==> src/rtl/core/tcr_pkg.sv <==
// Shared types and character codes for the text command recognizer.
package tcr_pkg;

  localparam int WIN_DEPTH = 7;

  localparam logic [7:0] CH_NL    = 8'h0A;
  localparam logic [7:0] CH_ZERO  = 8'h30;
  localparam logic [7:0] CH_NINE  = 8'h39;
  localparam logic [7:0] CH_EQ    = 8'h3D;
  localparam logic [7:0] CH_A     = 8'h41;
  localparam logic [7:0] CH_C     = 8'h43;
  localparam logic [7:0] CH_D     = 8'h44;
  localparam logic [7:0] CH_E     = 8'h45;
  localparam logic [7:0] CH_F     = 8'h46;
  localparam logic [7:0] CH_I     = 8'h49;
  localparam logic [7:0] CH_L     = 8'h4C;
  localparam logic [7:0] CH_O     = 8'h4F;
  localparam logic [7:0] CH_P     = 8'h50;
  localparam logic [7:0] CH_R     = 8'h52;
  localparam logic [7:0] CH_S     = 8'h53;
  localparam logic [7:0] CH_T     = 8'h54;

  typedef enum logic [2:0] {
    CMD_OFF     = 3'd0,
    CMD_STOP    = 3'd1,
    CMD_START   = 3'd2,
    CMD_SCALE_F = 3'd3,
    CMD_SCALE_C = 3'd4,
    CMD_PERIOD  = 3'd5
  } command_t;

  // Which command texts end the byte window right now.
  typedef struct packed {
    logic off;
    logic stop;
    logic start;
    logic scale_f;
    logic scale_c;
    logic period_kw;
  } match_t;

  typedef struct packed {
    logic [2:0]  command;
    logic [15:0] period_now;
    logic        report_on;
    logic        fahrenheit;
    logic        redundant;
  } result_t;

endpackage

==> src/rtl/core/tcr_if.sv <==
// Valid/ready channel interfaces for the command bytes and the results.
interface tcr_in_if;
  logic       valid;
  logic       ready;
  logic [7:0] byte_in;

  modport source (output valid, output byte_in, input ready);
  modport sink (input valid, input byte_in, output ready);
endinterface

interface tcr_out_if;
  logic        valid;
  logic        ready;
  logic [2:0]  command;
  logic [15:0] period_now;
  logic        report_on;
  logic        fahrenheit;
  logic        redundant;

  modport source (output valid, output command, output period_now, output report_on,
                  output fahrenheit, output redundant, input ready);
  modport sink (input valid, input command, input period_now, input report_on,
                input fahrenheit, input redundant, output ready);
endinterface

==> src/rtl/core/tcr_window.sv <==
// Window of the last seven bytes and the command text matchers on it.
module tcr_window (
  input  logic            clk,
  input  logic            rst,
  input  logic            push,
  input  logic [7:0]      byte_in,
  output tcr_pkg::match_t match
);
  import tcr_pkg::*;

  // Entry 0 is the newest byte.
  logic [7:0] recent [WIN_DEPTH];

  always_ff @(posedge clk) begin
    if (rst) begin
      for (int k = 0; k < WIN_DEPTH; k++) recent[k] <= 8'h00;
    end else if (push) begin
      for (int k = WIN_DEPTH - 1; k > 0; k--) recent[k] <= recent[k - 1];
      recent[0] <= byte_in;
    end
  end

  logic scale_head;
  assign scale_head = (recent[6] == CH_S) && (recent[5] == CH_C) && (recent[4] == CH_A) &&
                      (recent[3] == CH_L) && (recent[2] == CH_E) && (recent[1] == CH_EQ);

  assign match.off = (recent[2] == CH_O) && (recent[1] == CH_F) && (recent[0] == CH_F);
  assign match.stop = (recent[3] == CH_S) && (recent[2] == CH_T) && (recent[1] == CH_O) &&
                      (recent[0] == CH_P);
  assign match.start = (recent[4] == CH_S) && (recent[3] == CH_T) && (recent[2] == CH_A) &&
                       (recent[1] == CH_R) && (recent[0] == CH_T);
  assign match.scale_f = scale_head && (recent[0] == CH_F);
  assign match.scale_c = scale_head && (recent[0] == CH_C);
  assign match.period_kw = (recent[5] == CH_P) && (recent[4] == CH_E) && (recent[3] == CH_R) &&
                           (recent[2] == CH_I) && (recent[1] == CH_O) && (recent[0] == CH_D);

endmodule

==> src/rtl/core/tcr_ctrl.sv <==
// Command decision, period digit accumulator and the reporting flags.
module tcr_ctrl #(
  parameter int PERIOD_BITS = 16
) (
  input  logic             clk,
  input  logic             rst,
  input  logic             fire,
  input  logic [7:0]       byte_in,
  input  tcr_pkg::match_t  match,
  output logic             live,
  output logic             res_valid,
  output tcr_pkg::result_t res
);
  import tcr_pkg::*;

  localparam logic [PERIOD_BITS-1:0] PERIOD_MAX = {PERIOD_BITS{1'b1}};

  logic                   in_digits, in_digits_next;
  logic                   have_digit, have_digit_next;
  logic [PERIOD_BITS-1:0] acc, acc_next;
  logic [PERIOD_BITS-1:0] period, period_next;
  logic                   report_en, report_en_next;
  logic                   scale_f, scale_f_next;
  logic                   halted, halted_next;

  logic                   is_nl, is_digit, is_eq;
  logic [PERIOD_BITS+3:0] acc_times_ten;
  logic [PERIOD_BITS+3:0] acc_sum;
  logic                   found;
  command_t               cmd;
  logic                   redundant;
  logic [31:0]            period_wide;

  assign is_nl    = (byte_in == CH_NL);
  assign is_digit = (byte_in >= CH_ZERO) && (byte_in <= CH_NINE);
  assign is_eq    = (byte_in == CH_EQ);

  // acc * 10 + digit; any bit above the period width means saturation.
  assign acc_times_ten = ({1'b0, acc, 3'b000} + {3'b000, acc, 1'b0});
  assign acc_sum = acc_times_ten + {{PERIOD_BITS{1'b0}}, byte_in[3:0]};

  always_comb begin
    in_digits_next  = in_digits;
    have_digit_next = have_digit;
    acc_next        = acc;
    period_next     = period;
    report_en_next  = report_en;
    scale_f_next    = scale_f;
    halted_next     = halted;
    found           = 1'b0;
    cmd             = CMD_OFF;
    redundant       = 1'b0;
    if (is_nl) begin
      if (in_digits && have_digit) begin
        period_next = acc;
        cmd         = CMD_PERIOD;
        found       = 1'b1;
      end else if (match.off) begin
        halted_next = 1'b1;
        cmd         = CMD_OFF;
        found       = 1'b1;
      end else if (match.stop) begin
        redundant      = ~report_en;
        report_en_next = 1'b0;
        cmd            = CMD_STOP;
        found          = 1'b1;
      end else if (match.start) begin
        redundant      = report_en;
        report_en_next = 1'b1;
        cmd            = CMD_START;
        found          = 1'b1;
      end else if (match.scale_f) begin
        scale_f_next = 1'b1;
        cmd          = CMD_SCALE_F;
        found        = 1'b1;
      end else if (match.scale_c) begin
        scale_f_next = 1'b0;
        cmd          = CMD_SCALE_C;
        found        = 1'b1;
      end
      in_digits_next  = 1'b0;
      have_digit_next = 1'b0;
    end else if (is_digit) begin
      if (in_digits) begin
        if (acc_sum[PERIOD_BITS+3:PERIOD_BITS] != 4'd0) begin
          acc_next = PERIOD_MAX;
        end else begin
          acc_next = acc_sum[PERIOD_BITS-1:0];
        end
        have_digit_next = 1'b1;
      end
    end else if (is_eq && match.period_kw) begin
      in_digits_next  = 1'b1;
      have_digit_next = 1'b0;
      acc_next        = '0;
    end else begin
      in_digits_next  = 1'b0;
      have_digit_next = 1'b0;
    end
  end

  always_ff @(posedge clk) begin
    if (rst) begin
      in_digits  <= 1'b0;
      have_digit <= 1'b0;
      acc        <= '0;
      period     <= PERIOD_BITS'(1);
      report_en  <= 1'b1;
      scale_f    <= 1'b0;
      halted     <= 1'b0;
    end else if (fire && !halted) begin
      in_digits  <= in_digits_next;
      have_digit <= have_digit_next;
      acc        <= acc_next;
      period     <= period_next;
      report_en  <= report_en_next;
      scale_f    <= scale_f_next;
      halted     <= halted_next;
    end
  end

  assign live        = ~halted;
  assign res_valid   = fire && !halted && found;
  assign period_wide = 32'(period_next);

  assign res.command    = cmd;
  assign res.period_now = period_wide[15:0];
  assign res.report_on  = report_en_next;
  assign res.fahrenheit = scale_f_next;
  assign res.redundant  = redundant;

endmodule

==> src/rtl/core/text_command_recognizer_unit.sv <==
// Top level of the text command recognizer.
// Takes one ASCII byte per beat and reports each newline-terminated command (OFF, STOP, START,
// SCALE=F, SCALE=C, PERIOD=<digits>) found at the end of the stream as one result beat that
// carries the flags and the period as they stand after the command. A new byte is accepted in
// every cycle while nothing holds the stream back. A byte waits in the input register until
// it can advance; the recognition logic between the two registers decides it, and its result,
// if any, is loaded into the result register as the byte advances. The result register is
// the only thing that can hold the stream back, and only while a result waits there unread.
// After OFF every byte is accepted and dropped until reset.
module text_command_recognizer_unit #(
  parameter int PERIOD_BITS = 16
) (
  input logic         clk,
  input logic         rst,
  tcr_in_if.sink      cmd_in,
  tcr_out_if.source   res_out
);
  import tcr_pkg::*;

  logic       s1_valid;
  logic [7:0] s1_byte;
  logic       advance;
  logic       live;
  logic       res_valid;
  match_t     match;
  result_t    res;
  result_t    out_res;
  logic       out_valid;

  assign advance      = s1_valid && (!out_valid || res_out.ready);
  assign cmd_in.ready = !s1_valid || advance;

  always_ff @(posedge clk) begin
    if (rst) begin
      s1_valid <= 1'b0;
    end else if (cmd_in.ready) begin
      s1_valid <= cmd_in.valid;
    end
  end

  always_ff @(posedge clk) begin
    if (cmd_in.valid && cmd_in.ready) begin
      s1_byte <= cmd_in.byte_in;
    end
  end

  tcr_window u_window (
    .clk     (clk),
    .rst     (rst),
    .push    (advance && live),
    .byte_in (s1_byte),
    .match   (match)
  );

  tcr_ctrl #(
    .PERIOD_BITS (PERIOD_BITS)
  ) u_ctrl (
    .clk       (clk),
    .rst       (rst),
    .fire      (advance),
    .byte_in   (s1_byte),
    .match     (match),
    .live      (live),
    .res_valid (res_valid),
    .res       (res)
  );

  always_ff @(posedge clk) begin
    if (rst) begin
      out_valid <= 1'b0;
    end else if (res_valid) begin
      out_valid <= 1'b1;
    end else if (res_out.ready) begin
      out_valid <= 1'b0;
    end
  end

  always_ff @(posedge clk) begin
    if (res_valid) begin
      out_res <= res;
    end
  end

  assign res_out.valid      = out_valid;
  assign res_out.command    = out_res.command;
  assign res_out.period_now = out_res.period_now;
  assign res_out.report_on  = out_res.report_on;
  assign res_out.fahrenheit = out_res.fahrenheit;
  assign res_out.redundant  = out_res.redundant;

endmodule

==> src/flat_wrapper.sv <==
// flat-port wrapper written by rule: the top's interface ports become plain ports
module text_command_recognizer_unit_flat import tcr_pkg::*;
#(
  parameter int PERIOD_BITS = 16
)
  (clk, rst, cmd_in_valid, cmd_in_byte_in, cmd_in_ready, res_out_valid, res_out_command, res_out_period_now, res_out_report_on, res_out_fahrenheit, res_out_redundant, res_out_ready);
  tcr_in_if cmd_in_i ();
  tcr_out_if res_out_i ();
  input logic clk;
  input logic rst;
  input wire logic [$bits(cmd_in_i.valid)-1:0] cmd_in_valid;
  input wire logic [$bits(cmd_in_i.byte_in)-1:0] cmd_in_byte_in;
  output wire logic [$bits(cmd_in_i.ready)-1:0] cmd_in_ready;
  output wire logic [$bits(res_out_i.valid)-1:0] res_out_valid;
  output wire logic [$bits(res_out_i.command)-1:0] res_out_command;
  output wire logic [$bits(res_out_i.period_now)-1:0] res_out_period_now;
  output wire logic [$bits(res_out_i.report_on)-1:0] res_out_report_on;
  output wire logic [$bits(res_out_i.fahrenheit)-1:0] res_out_fahrenheit;
  output wire logic [$bits(res_out_i.redundant)-1:0] res_out_redundant;
  input wire logic [$bits(res_out_i.ready)-1:0] res_out_ready;
  assign cmd_in_i.valid = cmd_in_valid;
  assign cmd_in_i.byte_in = cmd_in_byte_in;
  assign cmd_in_ready = cmd_in_i.ready;
  assign res_out_valid = res_out_i.valid;
  assign res_out_command = res_out_i.command;
  assign res_out_period_now = res_out_i.period_now;
  assign res_out_report_on = res_out_i.report_on;
  assign res_out_fahrenheit = res_out_i.fahrenheit;
  assign res_out_redundant = res_out_i.redundant;
  assign res_out_i.ready = res_out_ready;
  text_command_recognizer_unit #(.PERIOD_BITS(PERIOD_BITS)) u_core (.clk(clk), .rst(rst), .cmd_in(cmd_in_i), .res_out(res_out_i));
endmodule
==> config.mk <==
export PLATFORM = sky130hd
export DESIGN_NAME = text_command_recognizer_unit_flat
export DESIGN_NICKNAME = d
export VERILOG_FILES = /design/src/rtl/core/tcr_pkg.sv /design/src/rtl/core/tcr_if.sv /design/src/rtl/core/tcr_window.sv /design/src/rtl/core/tcr_ctrl.sv /design/src/rtl/core/text_command_recognizer_unit.sv /design/src/flat_wrapper.sv
export SDC_FILE = /design/constraint.sdc
export NUM_CORES = 1
export LEC_CHECK = 0
export BUFFER_PORTS_ARGS = -buffer_cell sky130_fd_sc_hd__buf_4
export CORE_MARGIN = 2
export CORE_UTILIZATION = 50
export DETAILED_ROUTE_END_ITERATION = 6
export PLACE_DENSITY = 0.73
export RECOVER_POWER = 50
export SLEW_MARGIN = 40
export SYNTH_ARGS = -nofsm -noshare
export SYNTH_HDL_FRONTEND = slang
export SYNTH_HIERARCHICAL = 1
export SYNTH_SLANG_ARGS = --single-unit
==> constraint.sdc <==
create_clock -name clk -period 8 [get_ports clk]
set_clock_uncertainty 0.15 [all_clocks]
set_input_delay 0.4 -clock clk [delete_from_list [all_inputs] [get_ports clk]]
set_output_delay 0.4 -clock clk [all_outputs]
set_load 0.005 [all_outputs]
==> results.toml <==
[synthesis]
muxShareOfSynthArea_pct = 3.387
postSynthCellCount = 534
yosys_warnings = 6
synth_ff_type = "edfxtp_1"
ys_seq_area_share_pct = 53.87
async_reset_ff_share_pct = 0
yosysMostFrequentCell = "edfxtp_1"
synth-simple-area-share_pct = 21.58
synth_nets = 579
ys_ff_latch = 125
synth-adder-area-share_pct = 6.854
synthTopCellsByArea = "edfxtp_1 (41%), dfxtp_1 (13%), ha_1 (6.2%)"
synth_top_family_by_area = "simple AND/OR/NAND/NOR gates"
synth.top_cell.area_share_pct = 41.36
synth_area_mm2 = 0.006243
synth_compound_area_share_pct = 10.06
synth_xor_area_share_pct = 1.683
synth_top_area_cell = "edfxtp_1"
synth-edff-count = 86
synth.distinct_cells = 70
syn_avg_cell_area_um2 = 11.69
yosys-top-cells-count = "edfxtp_1 (86), and2_1 (59), nor2_1 (52)"

[cts]
path_clk_slew_ns = 0.05
cts-resized-gates = 0
cts.htree.levels = 4
clock_latency_ns = 0.42
cts_tree = "yes"
cts-root-buf = "clkbuf_16"
max-clock-path-buffers = 2
cts.sinks = 125
cts-buffers-inserted = 17

[power]
power_density_mw_per_mm2 = 213.8
ir_worst_vdd_v = 0.0001009
internal_power_mw = 1.234
p_sw_share_pct = 20.78
p_switching_uw = 323.8
combPwrFrac_pct = 3.8
leakage_nw = 2.838
seq_power_share_pct = 47.6
p_total_mw = 1.558
clock_power_share_pct = 48.6

[die]
dieArea_mm2 = 0.01340
num_io_pins = 36
die_h_um = 115.7
die_x_um = 115.7
core_area_mm2 = 0.01211
num_rows = 40
initial_utilization_pct = 51.55

[cells_and_area]
syn2layout_area_growth_pct = 16.73
nNetsFinal = 624
drive_gt1_share_pct = 19.09
fin_util_pct = 60.18
diodes = 0

[routing]
vias = 4287
drcViolationCount = 0
wl_per_cell_um = 16.93
drt_first_pass_iters = 5
postRouteAntennaNets = 0
drt_iter0_drc = 339
vias_per_cell = 5.641
wl_mm = 12.87

[timing]
setup_ws_ns = 4.300
setup_viol = 0
tightest_slew_ns = 2.881
fmax_ghz = 0.2702
whs_ns = 0.03617
tns_ns = 0
drv_slew = 114
hold_viol_final = 0
max_slew_margin_pct = -92.07
timing.final.crit_share_pct = 46.25
post-route-min-period_ns = 3.700
rsz0062_at_grt = "false"

[critical_path]
worstPathRequired_ns = 7.97
worstPathMaxFanout = 11
criticalPathCategory = "reg -> reg"
crit_path_end_kind = "register"
crit_start = "u_core/u_window/recent[0][4]$_SDFFCE_PN0P_"
r2r-start = "u_core/u_window/recent[0][4]$_SDFFCE_PN0P_"
cp.arrival_ns = 3.67
start_kind = "register"

[global_routing]
top_usage_layer = "met2"
grtUsageMet2_pct = 31.73
antenna_found_initial = 0
grt_pass1_wl_mm = 21.14
gr-usage-met3_pct = 5.230
grt_pass1_vias = 4223
grt_start_max_net_pins = 57
met1_usage_pct = 28.54
globalRouteTotalUtil_pct = 20.73
grt_overflow = 0

[min_path]
worstHoldStart = "cmd_in_byte_in[3]"
hp-class = "in -> reg"

[place]
portBuffers = 35
dp_slack_ns = 4.412
dp_hpwl_mm = 9.014
place.gp.congestion = 0.8633

[run]
max-cap-violations = 2

[outcome]
violations = "max-capacitance violations, max-slew violations"
status = "finished with violations"
layout make-up:
type                            count  area, um^2
Sequential cell                   125        3363
Multi-Input combinational cell    377        2723
Fill cell                        1008        4823
Clock inverter                     11       143.9
Tap cell                          168       210.2
Inverter                           10       37.54
Timing Repair Buffer               48       370.4
Clock buffer                       21       440.4
sequential cells by signal, indices dropped and copies added, names as in the netlist:
register                   flops
u_core/res_out.command         3
u_core/res_out.fahrenheit      1
u_core/res_out.period_now     16
u_core/res_out.redundant       1
u_core/res_out.report_on       1
u_core/res_out.valid           1
u_core/s1_byte                 8
u_core/s1_valid                1
u_core/u_ctrl/acc             16
u_core/u_ctrl/halted           1
u_core/u_ctrl/have_digit       1
u_core/u_ctrl/in_digits        1
u_core/u_ctrl/period          16
u_core/u_ctrl/report_en        1
u_core/u_ctrl/scale_f          1
u_core/u_window/recent        56
worst max-delay path, cell delays in order, from the launching register on:
cell	delay, ns
edfxtp_1	0.48
or4_1	0.56
or3_2	0.48
nor4_1	0.39
nor2b_1	0.35
nor4_1	0.15
a211oi_4	0.42
buf_4	0.25
buf_6	0.17
power by group through the flow:
stage          clock network (mW)  registers (mW)  logic (mW)
6_report                    0.757           0.741      0.0594
4_1_cts                     0.768           0.740      0.0608
5_1_grt                     0.800           0.745      0.0669
3_3_place_gp                    0           0.751      0.0560
2_1_floorplan                   0           0.744      0.0428
3_5_place_dp                    0           0.753      0.0578
metrics by stage:
stage	instances	cell area, um^2
2_1_floorplan	534	6243
3_3_place_gp	719	6639
3_5_place_dp	721	6663
4_1_cts	760	7317
5_1_grt	760	7288
6_report	760	7288
routing by layer:
| layer | part of all wire (%) | up-vias |
|---|---|---|
| met3 | 5.0 | 21 |
| met5 | 0 | - |
| met2 | 46 | 114 |
| li1 | - | 2076 |
| met1 | 48 | 2076 |
| met4 | 1.7 | 0 |
cells by family (layout without fill, tap and decap cells):
logic type / count (synthesis) / after routing
AND/OR/NAND/NOR: 235 / 235
flip-flops: 125 / 125
AO/OA/AOI/OAI: 78 / 78
adder cells (fa/ha/maj): 33 / 33
buffers and inverters: 32 / 90
multiplexers: 19 / 19
XOR/XNOR: 12 / 12
placed cells by master, fill, tap and decap left out, drive strengths merged, types with 6 or more instances in the layout:
cell type,count
a21oi,30
a221o,16
and2,61
buf,8
clkbuf,54
clkinv,7
dfxtp,39
dlygate4sd3,7
edfxtp,86
ha,31
inv,10
mux2,17
nand2,25
nand3,10
nand3b,6
nand4,8
nor2,52
nor3,22
nor4,9
o21ai,9
xor2,7
final timing paths:
path | depth (start not counted) | slack, ns | to
worst max-delay path | 8 | 4.30 | u_core/res_out.period_now[13]$_DFFE_PP_
worst min-delay path | 1 | 0.04 | u_core/s1_byte[3]$_DFFE_PP_
worst max register to register | 8 | 4.30 | u_core/res_out.period_now[13]$_DFFE_PP_
worst min register to register | 2 | 0.33 | u_core/u_ctrl/period[0]$_SDFFE_PP1P_
repair_timing:
action                    4_1_cts  5_1_grt
hold endpoints to repair        7        0
setup buffers                   0        0
hold buffers                    7        0
(Power assumes the default switching activity.)
